===== config.mk =====
export PLATFORM = sky130hd
export DESIGN_NAME = lifn_cell
export DESIGN_NICKNAME = d
export VERILOG_FILES = /design/src/rtl/lifn_pkg.sv /design/src/rtl/lifn_cell.sv
export SDC_FILE = /design/constraint.sdc
export NUM_CORES = 1
export LEC_CHECK = 0
export ABC_CLOCK_PERIOD_IN_PS = 2300
export BUFFER_PORTS_ARGS = -buffer_cell sky130_fd_sc_hd__buf_2
export CAP_MARGIN = 15
export CORE_MARGIN = 3
export CORE_UTILIZATION = 46
export DETAILED_ROUTE_END_ITERATION = 10
export PLACE_DENSITY_LB_ADDON = 0.05
export SETUP_SLACK_MARGIN = 0.05
export SYNTH_ARGS = -nofsm -noshare
export SYNTH_HDL_FRONTEND = slang
export SYNTH_SLANG_ARGS = --single-unit

===== constraint.sdc =====
create_clock -name clk -period 2.3 [get_ports clk]
set_input_delay 0.115 -clock clk [delete_from_list [all_inputs] [get_ports clk]]
set_output_delay 0.115 -clock clk [all_outputs]
set_load 0.03 [all_outputs]

===== src/rtl/lifn_pkg.sv =====
// ----------------------------------------------------------------------------
// lifn_pkg
// Shared constants, beat types and sequencer states of the LIF neuron layer.
// ----------------------------------------------------------------------------
package lifn_pkg;

  localparam int NEURONS     = 64;
  localparam int INPUT_LINES = 1024;

  localparam int NIDX_W    = $clog2(NEURONS);
  localparam int IIDX_W    = $clog2(INPUT_LINES);
  localparam int WADDR_W   = NIDX_W + IIDX_W;
  localparam int WDEPTH    = 1 << WADDR_W;
  localparam int SDEPTH    = 1 << IIDX_W;
  localparam int WGT_W     = 16;
  localparam int V_W       = 32;
  localparam int ACC_W     = WGT_W + IIDX_W;
  localparam int CUR_W     = ACC_W + 4;
  localparam int SUM_W     = ((CUR_W > V_W) ? CUR_W : V_W) + 1;
  localparam int TAU_W     = 17;
  localparam int PROD_W    = SUM_W + TAU_W + 1;
  localparam int LEAK_SH   = 16;
  localparam int Q_W       = PROD_W - LEAK_SH;
  localparam int T_W       = Q_W + 1;
  localparam int CNT_W     = $clog2(NEURONS + 1);
  localparam int MASK_W    = 64;
  localparam int COUNT_W   = 7;
  localparam int CFG_W     = 32;
  localparam int CFG_IDX_W = 2;

  localparam logic [1:0] REQ_WEIGHT = 2'd0;
  localparam logic [1:0] REQ_SPIKE  = 2'd1;
  localparam logic [1:0] REQ_STEP   = 2'd2;

  localparam logic [CFG_IDX_W-1:0] CFG_LEAK   = 2'd0;
  localparam logic [CFG_IDX_W-1:0] CFG_THRESH = 2'd1;
  localparam logic [CFG_IDX_W-1:0] CFG_REST   = 2'd2;
  localparam logic [CFG_IDX_W-1:0] CFG_ORDER  = 2'd3;

  localparam logic [TAU_W-1:0]        TAU_ONE      = 17'd65536;
  localparam logic [TAU_W-1:0]        LEAK_RESET   = 17'd62259;
  localparam logic signed [V_W-1:0]   THRESH_RESET = 32'sd65536;
  localparam logic signed [V_W-1:0]   REST_RESET   = 32'sd0;
  localparam logic signed [V_W-1:0]   V_MAX        = 32'sh7fffffff;
  localparam logic signed [V_W-1:0]   V_MIN        = 32'sh80000000;

  typedef struct packed {
    logic [1:0]        req_type;
    logic [5:0]        neuron_index;
    logic [9:0]        input_index;
    logic signed [15:0] weight_value;
    logic              spike_bit;
  } in_t;

  typedef struct packed {
    logic [MASK_W-1:0]  fired_mask;
    logic [COUNT_W-1:0] fired_count;
  } out_t;

  typedef struct packed {
    logic signed [ACC_W-1:0] acc;
    logic signed [V_W-1:0]   v;
  } cell_t;

  typedef struct packed {
    logic [TAU_W-1:0]      tau;
    logic signed [V_W-1:0] thresh;
    logic signed [V_W-1:0] rest;
    logic                  order;
  } upd_cfg_t;

  typedef struct packed {
    logic                  done;
    logic                  fired;
    logic signed [V_W-1:0] v;
  } upd_res_t;

  typedef enum logic [2:0] {
    ST_CLEAR,
    ST_IDLE,
    ST_ACCUM,
    ST_FLUSH,
    ST_UPD_ISSUE,
    ST_UPD_WAIT,
    ST_REPORT
  } state_t;

endpackage


===== src/rtl/lifn_cell.sv =====
// ----------------------------------------------------------------------------
// lifn_cell
// One ring cell: holds a neuron's current accumulator and membrane potential.
// ----------------------------------------------------------------------------
module lifn_cell (
  input  logic            clk,
  input  logic            rst,
  input  logic            shift,
  input  lifn_pkg::cell_t din,
  output lifn_pkg::cell_t dout
);

  lifn_pkg::cell_t data;

  always_ff @(posedge clk) begin
    if (rst) begin
      data <= '0;
    end else if (shift) begin
      data <= din;
    end
  end

  assign dout = data;

endmodule


; ---- Yosys cells after proc, flatten, opt, wreduce, memory -nomap -nowiden
; Cells that the tools add are included.
; Widths: inputs -> output; s select.
[classes]
addsub = 0
multipliers = 0
div_mod_pow = 0
magnitude_cmp = 0
eq_ne = 0
shift = 0
mux = 0
n_bitwise = 0
n_reduce_logical = 0
[totals]
ff_bits = 58
latch_bits = 0
ramBits = 0
mem_bits_ro = 0
inputBits = 61
out_inout_bits = 58
wordCells = 2
n_memories = 0

; ---- Depth between registers and ports, before layout
; Gate-level depths: netlist (run 1).
[depth]
depth_word = 0
mapped_depth = 5
mapped_depth_nobuf = 2

; ---- Least setup slack after synthesis (run 1)
; OpenSTA, ideal clock, no wires.
[synth_timing]
path_type = input-to-reg
startpoint = input shift
endpoint = register data (netlist bit dout[36])
setup_time_ns = 0.128
t_arrival_ns = 0.693
t_required_ns = 2.172
slack_ns = 1.479
cell_stages = 5
path_buffers = 3
path_cell_list = buf_6 -> buf_8 -> buf_12 -> mux2i_1 -> nor2_1
[synth_lines]
columns = item, line_no
row1 = start: declaration, lifn_cell.sv:8  ; input logic shift,
row2 = end signal: assignment, lifn_cell.sv:19  ; data <= din;
row3 = end: declaration, lifn_cell.sv:13  ; lifn_pkg::cell_t data;

==> summary.md, run 1 <==
| Metric | Value |
|---|---|
| Site row count | `23` |
| CTS buffer count | `9` |
| Number of iterations in the first detailed-routing pass | `4` |
| Post-CTS Resized | `0` |
| RSZ-0062 raised after global routing | `false` |
| Max reg flops | `58` |
| Buf/Inv on CP | `2` |
| First-pass GRT wire length | `6880 um` |
| WP data required | `2480 ps` |
| Endpoint class of the critical path | `flip-flop` |
| Slowest stage cell, crit path | `buf_4` |
| CTS tree | `built` |
| Yosys reg bits | `58` |
| Avg Cell Area, Syn | `11.1 um2` |
| Synthesis Warnings | `0` |
| Die height | `73.1 um` |
| Final Non-Filler Cells | `361` |
| CTS root buf | `clkbuf_8` |
| Total Wirelength | `4420 um` |
| Synth top cells by count | `dfxtp_1 (58), mux2i_1 (58), nor2_1 (58), clkbuf_1 (5), buf_4 (3)` |
| Worst-margin pin slew | `584 ps` |
| Port Buf Inserts | `118` |
| Hold_ws | `27.0 ps` |
| Worst-path cell chain | `buf_4, buf_4, mux2i_1, nor2_1` |
| Hold WC Path Type | `input port to flip-flop` |
| Max clock buf depth | `2` |
| Synth top area cells | `dfxtp_1 (56%), mux2i_1 (28%), nor2_1 (11%)` |
| Final setup fails | `0` |
| WS Path Type | `input port to flip-flop` |
| Slew Limit Fails | `0` |
| P per Cell Area | `800 nW/um2` |
| Setup TNS | `0 ps` |
| Die X-Extent | `73.1 um` |
| Top cell by count, worst path | `buf_4` |
| Clk sink count | `58` |
| Post-synth EDFFs | `0` |
| Fraction of layout cells with a size suffix above 1 | `43.7%` |
| GRT Residual Overflow | `0` |
| WL/cell | `12.2 um` |
| H-tree depth | `3` |
| Via count | `1662` |
| Vias in the first global route | `1534` |
| IO Pins | `119` |
| Die ar. | `5350 um2` |
| Initial antenna violation count | `0` |
| Final period util | `42.9%` |
| Crit-path max cell delay | `400 ps` |
| Antenna diode count | `0` |
| DP Cell Count | `346` |
| Ys flop type | `dfxtp_1` |
| Sequential share of the synthesized area | `56.0%` |
| Min cycle time layout | `987 ps` |
| Netlist cell types | `9` |
| Starting DRC count in detailed routing | `43` |
| Worst-path maximum fanout | `30` |
| Synth top area share | `56.0%` |
| Static leakage | `1.57 nW` |
| Post-Syn Area | `2070 um2` |
| Detailed placement HPWL | `3170 um` |
| Asr flop ratio synth | `0%` |
| Max_slew headroom | `61.1%` |
| Clk pin slew, worst setup/hold paths | `60 ps` |
| Final hold viol count | `0` |
| Max Clock Skew | `0 ps` |
| Max-cap violation count | `0` |
| Final ANT Viol Nets | `0` |
| Post-Syn Nets | `248` |
| Worst vdd ir | `0.462 mV` |
| Final net count | `368` |
| Largest net degree at the start of global routing | `59` |
| Initial Util | `49.7%` |
| Setup Buffers After CTS | `0` |
| Core Region | `4170 um2` |
| Critical Path Start Type | `input port` |
| Vias per cell | `4.60` |
| FMAX | `1010 MHz` |
| Worst path arrival time | `1170 ps` |
| Outcome | `finished clean` |
| Synthesis-to-layout area growth | `35.9%` |
| Routability congestion estimate from global placement | `0.748` |
| Residual DRC | `0` |
| Family with the most delay on the worst path | `buffers and inverters` |
| CTS Hold Buffers Added | `0` |
| Gate Count Post-Synth | `187` |
| Gr usage total | `16.9%` |
| Largest area contributor in the netlist | `dfxtp_1` |
| Clock latency at the later pin of the worst-skew pair | `320 ps` |
[layer usage]
metal	global-route usage, %	wire length [um]	part of all wire (%)
met1	19.9	1790	41
met2	26.2	2060	47
met3	6.20	464	11
met4	10.0	98	2.2
met5	0	0	0
[worst register-to-register path, delay by kind of cell (launching register included)]
family           cells  cell delay (ps)
AND/OR/NAND/NOR      1               60
multiplexers         1              140
flip-flops           1              310
[logic make-up (layout without fill, tap and decap cells)]
group	Yosys count	in the layout	synth area share, %
and+or+nand+nor	58	58	10.5
muxes	58	58	28.0
DFF	58	58	56.0
buffers and inverters	13	137	5.43
[area by class of cell]
class,instances,area [um2]
Clock buffer,12,155
Fill cell,364,1360
Multi-Input combinational cell,116,798
Clock inverter,3,15.0
Tap cell,50,62.6
Timing Repair Buffer,122,623
Sequential cell,58,1160
[final timing paths]
path | start | end | slack, ps | depth (start not counted)
max reg2reg | dout[55] | dout[55] | 1670 | 2
min | din[46] | dout[46] | 30 | 3
min reg2reg | dout[46] | dout[46] | 480 | 2
max | shift | dout[55] | 1310 | 4
[through the flow]
stage / area (um2) / total power [W] / worst slack (ps) / util [%]
after detailed placement: 2650 / 0.00148 / 981 / 63.4
after global routing: 2820 / 0.00236 / 1240 / 67.5
final: 2820 / 0.00225 / 1310 / 67.5
after global placement: 2650 / 0.00148 / 996 / 63.4
after CTS: 2820 / 0.00229 / 1310 / 67.5
after floorplan: 2070 / 0.00137 / 1480 / -
[report_power, final]
part / internal, W / switching, W
clock: 0.000438 / 0.000356
sequential: 0.00107 / 0.0000275
combinational: 0.000139 / 0.000226
[placed cells by master, fill, tap and decap left out]
master	instances
nor2_1	58
buf_2	117
mux2i_1	58
dfxtp_1	58
clkinv_2	3
clkbuf_1	1
buf_4	5
clkbuf_8	11
No activity file was read; power rests on OpenSTA's default activity.
==> inputs of run 2 (changes only) <==
- ABC_CLOCK_PERIOD_IN_PS: 2300 -> 970
- CORE_UTILIZATION: 46 -> 43
- clock period: 2.3 -> 0.97 ns (I/O delays scaled with it)
==> run 2 against run 1 <==
Effect of this change: worst hold slack better by 130 ps; clock-buffer cell count rose by 2; sequential cell count did not move; final area grew 27%; register-to-register slack worse by 1300 ps; clock skew stayed put; worst setup slack worse by 1200 ps; sequential power is 140% higher; total power grew to 2.5 times the previous value; non-clock buffer count grew 58; largest power group unchanged; highest routed layer unchanged.
==> summary.md, run 2 (synthesis results as in run 1) <==
| Metric | Value |
|---|---|
| Core Region | `4500 um2 (+7.9%)` |
| Starting DRC count in detailed routing | `87 (+100%)` |
| Final setup fails | `0 (unchanged)` |
| R2r setup slk | `330 ps (-1340 ps)` |
| Family with the most delay on the worst path | `flip-flops` |
| Max Clock Skew | `0 ps (unchanged)` |
| Gr usage total | `19.5% (+2.6 points)` |
| Final Non-Filler Cells | `422 (+17%)` |
| Final period util | `92.1%` |
| Crit-path max cell delay | `340 ps (-60 ps)` |
| Worst-path maximum fanout | `2 (-93%)` |
| Max-cap violation count | `0 (unchanged)` |
| Critical Path Start Type | `flip-flop` |
| Final hold viol count | `0 (unchanged)` |
| Die height | `75.4 um (+3.1%)` |
| Min cycle time layout | `893 ps` |
| HP Start | `rst` |
| Worst vdd ir | `0.978 mV (+110%)` |
| Max_slew headroom | `88.2% (+27 points)` |
| FILL cells | `306 (-16%)` |
| Synthesis-to-layout area growth | `72.3%` |
| Routability congestion estimate from global placement | `0.651 (-13%)` |
| Vias per cell | `4.52 (-1.8%)` |
| Clock latency at the later pin of the worst-skew pair | `310 ps (about the same)` |
| Most frequent cells in the layout | `buf_2 (75), mux2i_1 (58), nor2_1 (58), dfxtp_1 (58), dlygate4sd3_1 (58)` |
| Final net count | `426 (+16%)` |
| Worst-margin pin slew | `172 ps (-412 ps)` |
| Outcome | `finished clean` |
| Power Total | `0.00573 W (+150%)` |
| CTS root buf | `clkbuf_8` |
| Commonest non-fill, non-tap cell in the layout | `buf_2` |
| WS Path Type | `flip-flop to output pin` |
| WP data required | `920 ps (-1560 ps)` |
| Hold_ws | `157 ps (+130 ps)` |
| Number of iterations in the first detailed-routing pass | `4 (unchanged)` |
| Die X-Extent | `75.4 um (+3.1%)` |
| Area occupied by multi-input gates | `798 um2 (unchanged)` |
| Setup TNS | `0 ps (unchanged)` |
| Die ar. | `5690 um2 (+6.4%)` |
| Site row count | `24 (+4.3%)` |
| Slew Limit Fails | `0 (unchanged)` |
| Worst Reg-to-Reg Cells | `2 (unchanged)` |
| Residual DRC | `0 (unchanged)` |
| CTS tree | `built` |
| Port Buf Inserts | `118 (unchanged)` |
| Final ANT Viol Nets | `0 (unchanged)` |
| Clk sink count | `58 (unchanged)` |
| Antenna diode count | `0 (unchanged)` |
| RSZ-0062 raised after global routing | `true` |
| Total Wirelength | `5800 um (+31%)` |
| Buf/Inv on CP | `1 (-1)` |
| Largest net degree at the start of global routing | `33 (-44%)` |
| Hold WC Path Type | `input port to flip-flop` |
| RR Endpoint | `dout[1]` |
| Initial Util | `46.0% (-3.7 points)` |
| Worst-path cell chain | `clkbuf_4` |
| First-pass GRT wire length | `8360 um (+22%)` |
| Fraction of layout cells with a size suffix above 1 | `36.8% (-7.0 points)` |
| IO Pins | `119 (unchanged)` |
| FF+latch area | `1160 um2 (unchanged)` |
| Endpoint class of the critical path | `output pin` |
| DP Cell Count | `348 (+0.58%)` |
| Worst hold endpoint | `dout[16]` |
| Vias in the first global route | `1830 (+19%)` |
| Max reg flops | `58 (unchanged)` |
| GRT Residual Overflow | `0 (unchanged)` |
| H-tree depth | `3 (unchanged)` |
| Cell count of the worst hold path | `3 (unchanged)` |
| Max clock buf depth | `2 (unchanged)` |
| Slowest stage cell, crit path | `dfxtp_1` |
| Worst path arrival time | `840 ps (-330 ps)` |
| Clk pin slew, worst setup/hold paths | `70 ps (about the same)` |
| P per Cell Area | `1600 nW/um2 (+100%)` |
| FMAX | `1120 MHz` |
| Via count | `1907 (+15%)` |
| Initial antenna violation count | `0 (unchanged)` |
| Static leakage | `1.84 nW (+17%)` |
| Worst r2r src | `dout[1]` |
| WL/cell | `13.7 um (+12%)` |
| Detailed placement HPWL | `3220 um (+1.8%)` |
| CTS buffer count | `9 (unchanged)` |
| Setup Buffers After CTS | `0 (unchanged)` |
## run 2: cell types whose count changed in the layout (fill, tap and decap cells not counted)
cell	previous run	this run
buf_12	0	4
clkbuf_8	11	12
buf_6	0	1
clkinv_2	3	2
buf_4	5	31
dlygate4sd3_1	0	58
clkbuf_1	1	2
buf_2	117	75
clkbuf_4	0	11
## run 2: worst max path at each step
stage	startpoint	end	slack [ps]	depth (start not counted)
global route	dout[48]	dout[48]	30	1
floorplan	shift	dout[36]	220	5
detailed placement	shift	dout[38]	180	4
finish	dout[17]	dout[17]	80	1
global placement	shift	dout[55]	180	4
CTS	dout[47]	dout[47]	50	1
## run 2: final cells by class
type	instances	share of cell area, %
timing repair buffer	180	38.2
multi-input combinational	116	22.4
clock inverter	2	0.280
sequential	58	32.5
tap	52	1.82
clock buffer	14	4.84
## run 2: repair_timing
item                       in CTS  in global routing
hold buffers                   58                  0
hold endpoints to repair       58                  0
setup endpoints to repair       1                 41
gates resized for setup         1                 72
## run 2: where the power goes
group	internal, W	total (W)	switching (W)
logic	0.000557	0.00115	0.000594
clock network	0.00113	0.00198	0.000846
registers	0.00253	0.00260	0.0000728
total	0.00421	0.00573	0.00151
## run 2: per-stage QoR
stage / utilization, % / setup WS [ps] / cell area [um2]
after floorplan: - / 216 / 2070
after global placement: 59.9 / 183 / 2700
after detailed placement: 59.9 / 181 / 2700
after CTS: 76.9 / 52.8 / 3460
after global routing: 79.3 / 34.0 / 3570
final: 79.3 / 76.9 / 3570
## run 2: routing by layer
metal / vias up / global-route usage (%) / share of wire (%)
met5: - / 0 / 0
li1: 970 / - / -
met3: 8 / 5.80 / 6.0
met1: 866 / 22.2 / 41
met4: 0 / 8.74 / 1.3
met2: 63 / 33.7 / 52
