`config.mk`:
```
export PLATFORM = sky130hd
export DESIGN_NAME = lifn_update
export DESIGN_NICKNAME = d
export VERILOG_FILES = /design/src/rtl/lifn_pkg.sv /design/src/rtl/lifn_update.sv
export SDC_FILE = /design/constraint.sdc
export NUM_CORES = 2
export LEC_CHECK = 0
export ABC_AREA = 1
export BUFFER_PORTS_ARGS = -buffer_cell sky130_fd_sc_hd__buf_4
export CAP_MARGIN = 5
export CORE_AREA = 2 2 232 234
export CTS_BUF_LIST = sky130_fd_sc_hd__clkbuf_16
export CTS_CLUSTER_DIAMETER = 150
export DETAILED_ROUTE_END_ITERATION = 6
export DIE_AREA = 0 0 234 236
export GPL_ROUTABILITY_DRIVEN = 0
export PLACE_DENSITY = 0.76
export SYNTH_ARGS = -nofsm -noshare
export SYNTH_HDL_FRONTEND = slang
export SYNTH_SLANG_ARGS = --single-unit
```
`constraint.sdc`:
```
create_clock -name clk -period 6.3 [get_ports clk]
set_clock_uncertainty 0.1 [all_clocks]
set_input_delay 1.26 -clock clk [delete_from_list [all_inputs] [get_ports clk]]
set_output_delay 1.26 -clock clk [all_outputs]
set_load 0.02 [all_outputs]
```
`src/rtl/lifn_pkg.sv`:
```
// ----------------------------------------------------------------------------
// lifn_pkg
// Shared constants, beat types and sequencer states of the LIF neuron layer.
// ----------------------------------------------------------------------------
package lifn_pkg;

  localparam int NEURONS     = 64;
  localparam int INPUT_LINES = 1024;

  localparam int NIDX_W    = $clog2(NEURONS);
  localparam int IIDX_W    = $clog2(INPUT_LINES);
  localparam int WADDR_W   = NIDX_W + IIDX_W;
  localparam int WDEPTH    = 1 << WADDR_W;
  localparam int SDEPTH    = 1 << IIDX_W;
  localparam int WGT_W     = 16;
  localparam int V_W       = 32;
  localparam int ACC_W     = WGT_W + IIDX_W;
  localparam int CUR_W     = ACC_W + 4;
  localparam int SUM_W     = ((CUR_W > V_W) ? CUR_W : V_W) + 1;
  localparam int TAU_W     = 17;
  localparam int PROD_W    = SUM_W + TAU_W + 1;
  localparam int LEAK_SH   = 16;
  localparam int Q_W       = PROD_W - LEAK_SH;
  localparam int T_W       = Q_W + 1;
  localparam int CNT_W     = $clog2(NEURONS + 1);
  localparam int MASK_W    = 64;
  localparam int COUNT_W   = 7;
  localparam int CFG_W     = 32;
  localparam int CFG_IDX_W = 2;

  localparam logic [1:0] REQ_WEIGHT = 2'd0;
  localparam logic [1:0] REQ_SPIKE  = 2'd1;
  localparam logic [1:0] REQ_STEP   = 2'd2;

  localparam logic [CFG_IDX_W-1:0] CFG_LEAK   = 2'd0;
  localparam logic [CFG_IDX_W-1:0] CFG_THRESH = 2'd1;
  localparam logic [CFG_IDX_W-1:0] CFG_REST   = 2'd2;
  localparam logic [CFG_IDX_W-1:0] CFG_ORDER  = 2'd3;

  localparam logic [TAU_W-1:0]        TAU_ONE      = 17'd65536;
  localparam logic [TAU_W-1:0]        LEAK_RESET   = 17'd62259;
  localparam logic signed [V_W-1:0]   THRESH_RESET = 32'sd65536;
  localparam logic signed [V_W-1:0]   REST_RESET   = 32'sd0;
  localparam logic signed [V_W-1:0]   V_MAX        = 32'sh7fffffff;
  localparam logic signed [V_W-1:0]   V_MIN        = 32'sh80000000;

  typedef struct packed {
    logic [1:0]        req_type;
    logic [5:0]        neuron_index;
    logic [9:0]        input_index;
    logic signed [15:0] weight_value;
    logic              spike_bit;
  } in_t;

  typedef struct packed {
    logic [MASK_W-1:0]  fired_mask;
    logic [COUNT_W-1:0] fired_count;
  } out_t;

  typedef struct packed {
    logic signed [ACC_W-1:0] acc;
    logic signed [V_W-1:0]   v;
  } cell_t;

  typedef struct packed {
    logic [TAU_W-1:0]      tau;
    logic signed [V_W-1:0] thresh;
    logic signed [V_W-1:0] rest;
    logic                  order;
  } upd_cfg_t;

  typedef struct packed {
    logic                  done;
    logic                  fired;
    logic signed [V_W-1:0] v;
  } upd_res_t;

  typedef enum logic [2:0] {
    ST_CLEAR,
    ST_IDLE,
    ST_ACCUM,
    ST_FLUSH,
    ST_UPD_ISSUE,
    ST_UPD_WAIT,
    ST_REPORT
  } state_t;

endpackage

```
`src/rtl/lifn_update.sv`:
```
// ----------------------------------------------------------------------------
// lifn_update
// Three-stage membrane update: inject/leak, saturate, threshold and reset.
// ----------------------------------------------------------------------------
module lifn_update (
  input  logic               clk,
  input  logic               rst,
  input  logic               start,
  input  lifn_pkg::cell_t    head,
  input  lifn_pkg::upd_cfg_t cfg,
  output lifn_pkg::upd_res_t res
);

  logic signed [lifn_pkg::CUR_W-1:0]  cur;
  logic signed [lifn_pkg::SUM_W-1:0]  sum;
  logic                               s1_valid;
  logic signed [lifn_pkg::SUM_W-1:0]  s1_sum;
  logic signed [lifn_pkg::CUR_W-1:0]  s1_cur;
  logic                               s2_valid;
  logic signed [lifn_pkg::PROD_W-1:0] s2_prod;
  logic signed [lifn_pkg::CUR_W-1:0]  s2_cur;
  logic signed [lifn_pkg::Q_W-1:0]    q;
  logic signed [lifn_pkg::T_W-1:0]    t;
  logic signed [lifn_pkg::V_W-1:0]    nv;
  logic                               fire;
  logic                               done;
  logic                               fired;
  logic signed [lifn_pkg::V_W-1:0]    v_out;

  assign cur = lifn_pkg::CUR_W'(head.acc) <<< 4;

  always_comb begin
    if (cfg.order) begin
      sum = lifn_pkg::SUM_W'(head.v);
    end else begin
      sum = lifn_pkg::SUM_W'(head.v) + lifn_pkg::SUM_W'(cur);
    end
  end

  always_ff @(posedge clk) begin
    s1_sum  <= sum;
    s1_cur  <= cur;
    s2_prod <= lifn_pkg::PROD_W'(s1_sum)
               * lifn_pkg::PROD_W'($signed({1'b0, cfg.tau}));
    s2_cur  <= s1_cur;
  end

  assign q = lifn_pkg::Q_W'(s2_prod >>> lifn_pkg::LEAK_SH);

  always_comb begin
    if (cfg.order) begin
      t = lifn_pkg::T_W'(q) + lifn_pkg::T_W'(s2_cur);
    end else begin
      t = lifn_pkg::T_W'(q);
    end
    if (t > lifn_pkg::T_W'(lifn_pkg::V_MAX)) begin
      nv = lifn_pkg::V_MAX;
    end else if (t < lifn_pkg::T_W'(lifn_pkg::V_MIN)) begin
      nv = lifn_pkg::V_MIN;
    end else begin
      nv = t[lifn_pkg::V_W-1:0];
    end
    fire = nv > cfg.thresh;
  end

  always_ff @(posedge clk) begin
    if (rst) begin
      s1_valid <= 1'b0;
      s2_valid <= 1'b0;
      done     <= 1'b0;
    end else begin
      s1_valid <= start;
      s2_valid <= s1_valid;
      done     <= s2_valid;
    end
  end

  always_ff @(posedge clk) begin
    fired <= fire;
    v_out <= fire ? cfg.rest : nv;
  end

  assign res.done  = done;
  assign res.fired = fired;
  assign res.v     = v_out;

endmodule

```
After elaboration in Yosys (flattened, before gate mapping)
Cells that the tools add are included.

Register bits after elaboration: 172. Input port bits: 143. Output and inout bits: 34. Word-level logic and storage cells: 20.

Add/sub/neg operators: 2. $mul: 1. $lt $le $gt $ge: 3. Muxes and demuxes: 5.

Operator list (number): 32-bit 2-to-1 mux (3); 33-bit by 18-bit multiplier with 51-bit output (1); 35-bit by 30-bit adder with 36-bit output (1); 36-bit by 32-bit > comparator with 1-bit output, second input constant (1); 36-bit by 32-bit < comparator with 1-bit output, second input constant (1); 36-bit 2-to-1 mux (1); 32-bit by 30-bit adder with 33-bit output (1); 33-bit 2-to-1 mux (1); 32-bit > comparator (1).

Depth between registers and ports, before layout
Depth in word-level cells: 7. Depth in mapped cells: 33. Mapped depth without buffers: 31.

Worst setup path before layout
OpenSTA, ideal clock, no wires.

Kind: input port to flip-flop. Start point: input cfg[68] in the netlist's numbering. End point: register s2_prod[24] in the netlist's numbering. Setup time: 0.073 ns. Arrival time: 6.620 ns. Slack: -0.492 ns. Cell stages on the path: 23. Path buffers: 2. Path through: clkbuf_1 > clkbuf_1 > nand2_1 > fa_1 > inv_1 > fa_1 > inv_1 > fa_1 > inv_1 > fa_1 > inv_1 > fa_1 > inv_1 > fa_1 > ha_1 > a21oi_1 > o21ai_0 > a21oi_1 > nand2_1 > a31oi_1 > o21ai_0 > a21boi_0 > xnor2_1.

Word-level cells in the longest chain between the ends: 1.

Ends and longest elaborated chain: start: declaration (RTL line lifn_update.sv:10) `input lifn_pkg::upd_cfg_t cfg,`; 33-bit by 18-bit multiplier with 51-bit output (RTL line lifn_update.sv:44) `* lifn_pkg::PROD_W'($signed({1'b0, cfg.tau}));`; end signal: assignment (RTL line lifn_update.sv:43) `s2_prod <= lifn_pkg::PROD_W'(s1_sum)`; end: declaration (RTL line lifn_update.sv:20) `logic signed [lifn_pkg::PROD_W-1:0] s2_prod;`.

No other way between the ends. A chain may end at the register's enable or synchronous reset.

Worst setup path after layout
Start point: input cfg[77] in the netlist's numbering. End point: register s2_prod[43] in the netlist's numbering.

The elaborated chain is that of the path after synthesis.

==> impl_metrics.xml <==
<?xml version="1.0" encoding="UTF-8"?>
<metrics>
  <group name="placed_design">
    <metric name="portBuffers" unit="">176</metric>
    <metric name="post_dp_cell_area" unit="um2">32700</metric>
    <metric name="place_hpwl" unit="mm">68.4</metric>
  </group>
  <group name="yosys">
    <metric name="yosys.area.top_type" unit="">sky130_fd_sc_hd__fa_1</metric>
    <metric name="synth.yosys.seq_area_share" unit="">0.108</metric>
    <metric name="yosysWarnings" unit="">0</metric>
    <metric name="synth_area_per_cell" unit="um2">7.46</metric>
    <metric name="synthFlopType" unit="">sky130_fd_sc_hd__dfxtp_1</metric>
    <metric name="synth.top_cells.by_count" unit="">sky130_fd_sc_hd__nand2_1 (1,114), sky130_fd_sc_hd__inv_1 (996), sky130_fd_sc_hd__fa_1 (536)</metric>
    <metric name="yosysTopAreaCellShare" unit="">0.372</metric>
    <metric name="post_synth_num_cell_types" unit="">45</metric>
    <metric name="yosys_register_bits" unit="">156</metric>
    <metric name="yosys.cell_count.top_type" unit="">sky130_fd_sc_hd__nand2_1</metric>
    <metric name="synth-edff-count" unit="">0</metric>
    <metric name="synth_top_area_cells" unit="">sky130_fd_sc_hd__fa_1 (37%), sky130_fd_sc_hd__nand2_1 (15%), sky130_fd_sc_hd__inv_1 (13%)</metric>
    <metric name="mappedNetlistNets" unit="">4748</metric>
    <metric name="synthesis.area" unit="um2">28800</metric>
    <metric name="synthCells" unit="">3861</metric>
    <metric name="ys_async_rst_share" unit="">0</metric>
  </group>
  <group name="worst_setup_path">
    <metric name="timing.critical_path.mode_cell" unit="">sky130_fd_sc_hd__fa_1</metric>
    <metric name="end_kind" unit="">flip-flop</metric>
    <metric name="crit_path_required_time" unit="ns">6.51</metric>
    <metric name="cpLargestDelayFamily" unit="">adder cells</metric>
    <metric name="critical_path_peak_fanout" unit="">15</metric>
    <metric name="worstSetupPathType" unit="">input pin to flip-flop</metric>
    <metric name="slowest_delay" unit="ns">0.57</metric>
    <metric name="crit_arrival" unit="ns">6.49</metric>
    <metric name="standard_cell_with_the_maximum_stage_delay_on_the_critical_path" unit="">sky130_fd_sc_hd__fa_1</metric>
    <metric name="critical_path.n_buffers_inverters" unit="">7</metric>
    <metric name="cells_along_the_critical_path" unit="">buf_8 &gt; buf_4 &gt; nand2_1 &gt; inv_1 &gt; fa_1 &gt; fa_1 &gt; inv_1 &gt; fa_1 &gt; fa_1 &gt; fa_1 &gt; inv_1 &gt; fa_1 &gt; ha_4 &gt; nand2_1 &gt; buf_4 &gt; o21ai_1 &gt; buf_4 &gt; nand2_1 &gt; nand2_1 &gt; a31oi_1 &gt; o211ai_1 &gt; xor2_1</metric>
    <metric name="worstSetupStartpointType" unit="">input pin</metric>
  </group>
  <group name="timing">
    <metric name="hold_violations" unit="">0</metric>
    <metric name="max_freq" unit="MHz">159</metric>
    <metric name="max_slew.worst_pin.slew" unit="ns">0.723</metric>
    <metric name="final_cycle_utilization_of_the_critical_path" unit="">0.996</metric>
    <metric name="rsz0062_at_grt" unit="">yes</metric>
    <metric name="final-setup-viol-count" unit="">0</metric>
    <metric name="max_slew_headroom" unit="">0.513</metric>
    <metric name="timing_max_transition_violations_final" unit="">0</metric>
    <metric name="post-route-min-period" unit="ns">6.27</metric>
  </group>
  <group name="detailed_routing">
    <metric name="number_of_nets_still_failing_antenna_checks_after_routing" unit="">0</metric>
    <metric name="detail_route.first_pass.iterations" unit="">7</metric>
    <metric name="detailroute.wirelength.met3" unit="mm">5.24</metric>
    <metric name="dr.max_layer_used" unit="">met4</metric>
    <metric name="route.detailed.drc" unit="">2</metric>
    <metric name="wl_met1" unit="mm">32.8</metric>
    <metric name="wirelength" unit="mm">81.7</metric>
    <metric name="post_drt_wl_per_cell" unit="um">16.6</metric>
    <metric name="vias" unit="">25263</metric>
    <metric name="initialDrtViolationCount" unit="">1948</metric>
    <metric name="average_via_count_per_standard_cell" unit="">5.14</metric>
    <metric name="wl_met2" unit="mm">39.8</metric>
  </group>
  <group name="finish">
    <metric name="layout_area_overhead" unit="%">19.3</metric>
    <metric name="final_area" unit="um2">34400</metric>
    <metric name="final_util" unit="">0.648</metric>
    <metric name="antenna_cell_count" unit="">0</metric>
    <metric name="nNetsFinal" unit="">5096</metric>
    <metric name="drive_above_1_share" unit="">0.172</metric>
    <metric name="fillCellCount" unit="">4353</metric>
  </group>
  <group name="clock_tree">
    <metric name="clkSlewWorstSetupHoldPaths" unit="ns">0.06</metric>
    <metric name="skew_pair_late_insertion_delay" unit="ns">0.45</metric>
    <metric name="clkSinkCount" unit="">156</metric>
    <metric name="htreeDepth" unit="">4</metric>
    <metric name="tritoncts_clock_tree" unit="">yes</metric>
    <metric name="cts_hold_buf" unit="">0</metric>
    <metric name="cts_buffers" unit="">17</metric>
    <metric name="clk_path_buf_depth" unit="">2</metric>
    <metric name="clk_root_buffer_cell" unit="">sky130_fd_sc_hd__clkbuf_16</metric>
  </group>
  <group name="floorplan">
    <metric name="fp.dieArea" unit="um2">55200</metric>
    <metric name="placeableCoreArea" unit="um2">53100</metric>
    <metric name="die_h" unit="um">236</metric>
    <metric name="num_rows" unit="">85</metric>
    <metric name="io_pins" unit="">177</metric>
    <metric name="chipWidth" unit="um">234</metric>
    <metric name="floorplan.initialDensity" unit="">0.543</metric>
  </group>
  <group name="run_status">
    <metric name="failing_checks" unit="">design-rule violations</metric>
    <metric name="outcome" unit="">complete, but fails checks</metric>
  </group>
  <group name="grt">
    <metric name="pin_count_of_the_biggest_net_entering_global_routing" unit="">42</metric>
    <metric name="first_global_vias" unit="">25956</metric>
    <metric name="antenna_found_initial" unit="">0</metric>
    <metric name="grt_first_pass_wirelength" unit="mm">130</metric>
    <metric name="grt_overflow" unit="">0</metric>
    <metric name="grtUsageTotal" unit="">0.297</metric>
  </group>
  <group name="worst_hold_path">
    <metric name="worst_hold_path_type" unit="">flip-flop to flip-flop</metric>
  </group>
  <group name="job">
    <metric name="drv.max_cap_violation_count" unit="">0</metric>
  </group>
</metrics>
per-layer routing:
metal,GRT usage,up-vias
li1,-,11893
met1,0.387,12186
met2,0.507,972
met3,0.0289,212
met4,0.122,0
met5,0,-
cell families after synthesis:
group | after synthesis | synth area share
buf+inv | 1158 | 0.153
xor+xnor | 52 | 0.0158
simple gates | 1454 | 0.203
fa+ha+maj | 744 | 0.463
compound gates | 297 | 0.0574
flops | 156 | 0.108
registers in the layout, summed over array words and instances, names as in the netlist:
signal / flops
done: 1
s2_prod: 35
v_out: 32
s1_sum: 33
s1_cur: 26
s2_valid: 1
s1_valid: 1
s2_cur: 26
fired: 1
layout by cell type (no fill, tap or decap), types with 5 or more instances in the layout:
cell type                      n
sky130_fd_sc_hd__nand2_2      59
sky130_fd_sc_hd__buf_4       455
sky130_fd_sc_hd__clkbuf_16    21
sky130_fd_sc_hd__o21ai_0      72
sky130_fd_sc_hd__buf_6         9
sky130_fd_sc_hd__xnor2_1      20
sky130_fd_sc_hd__or2_2        25
sky130_fd_sc_hd__inv_1       978
sky130_fd_sc_hd__nand3_1      88
sky130_fd_sc_hd__nor2_2       14
sky130_fd_sc_hd__o21ai_1      11
sky130_fd_sc_hd__nand4_1      12
sky130_fd_sc_hd__a31oi_1      15
sky130_fd_sc_hd__ha_1        180
sky130_fd_sc_hd__buf_16        5
sky130_fd_sc_hd__fa_2         10
sky130_fd_sc_hd__nand2_1    1083
sky130_fd_sc_hd__buf_8         7
sky130_fd_sc_hd__o21a_1        6
sky130_fd_sc_hd__inv_2        22
sky130_fd_sc_hd__a21oi_2      17
sky130_fd_sc_hd__o21bai_1      8
sky130_fd_sc_hd__nor2_1      124
sky130_fd_sc_hd__fa_1        526
sky130_fd_sc_hd__buf_12        7
sky130_fd_sc_hd__nand2_4       8
sky130_fd_sc_hd__a21oi_1     127
sky130_fd_sc_hd__dfxtp_1     156
sky130_fd_sc_hd__xor2_1       30
sky130_fd_sc_hd__a21o_1       10
sky130_fd_sc_hd__nor3_1       16
sky130_fd_sc_hd__ha_4         27
final cells by class:
type | count | area, um2 | share of cell area
Multi-Input combinational cell | 2547 | 22100 | 0.642
Tap cell | 696 | 871 | 0.0253
Inverter | 1000 | 3760 | 0.109
Sequential cell | 156 | 3120 | 0.0909
Clock buffer | 17 | 425 | 0.0124
Clock inverter | 15 | 133 | 0.00386
Timing Repair Buffer | 487 | 4000 | 0.116
metrics by stage:
stage | std cells | setup slack, ns | TNS, ns | hold WS (ns)
after global placement | 4864 | -0.644 | -11.34 | 0.212
after CTS | 4894 | 0.000480 | 0 | 0.227
after detailed placement | 4864 | -0.673 | -14.68 | 0.212
final | 4918 | 0.0258 | 0 | 0.226
after floorplan | 3861 | -0.174 | -0.605 | 0.210
after global routing | 4918 | -0.0917 | -0.573 | 0.230
repair_timing:
| action | 4_1_cts | 5_1_grt |
|---|---|---|
| pin swaps | 26 | 99 |
| buffers inserted | 3 | 20 |
| resized for setup | 35 | 151 |
| gates cloned | 0 | 4 |
| setup endpoints to repair | 11 | 31 |
path summary, 6_finish.rpt:
check,to,cells after the start,slack (ns),startpoint
worst max-delay path,s2_prod[43],22,0.03,cfg[77]
worst min register to register,s2_cur[15],0,0.23,s1_cur[15]
worst max register to register,s2_prod[43],21,0.21,s1_sum[17]
worst min-delay path,s2_cur[15],0,0.23,s1_cur[15]
Power is not shown: default switching activity piles up to over one toggle a cycle in this logic, so the estimate is an artifact.
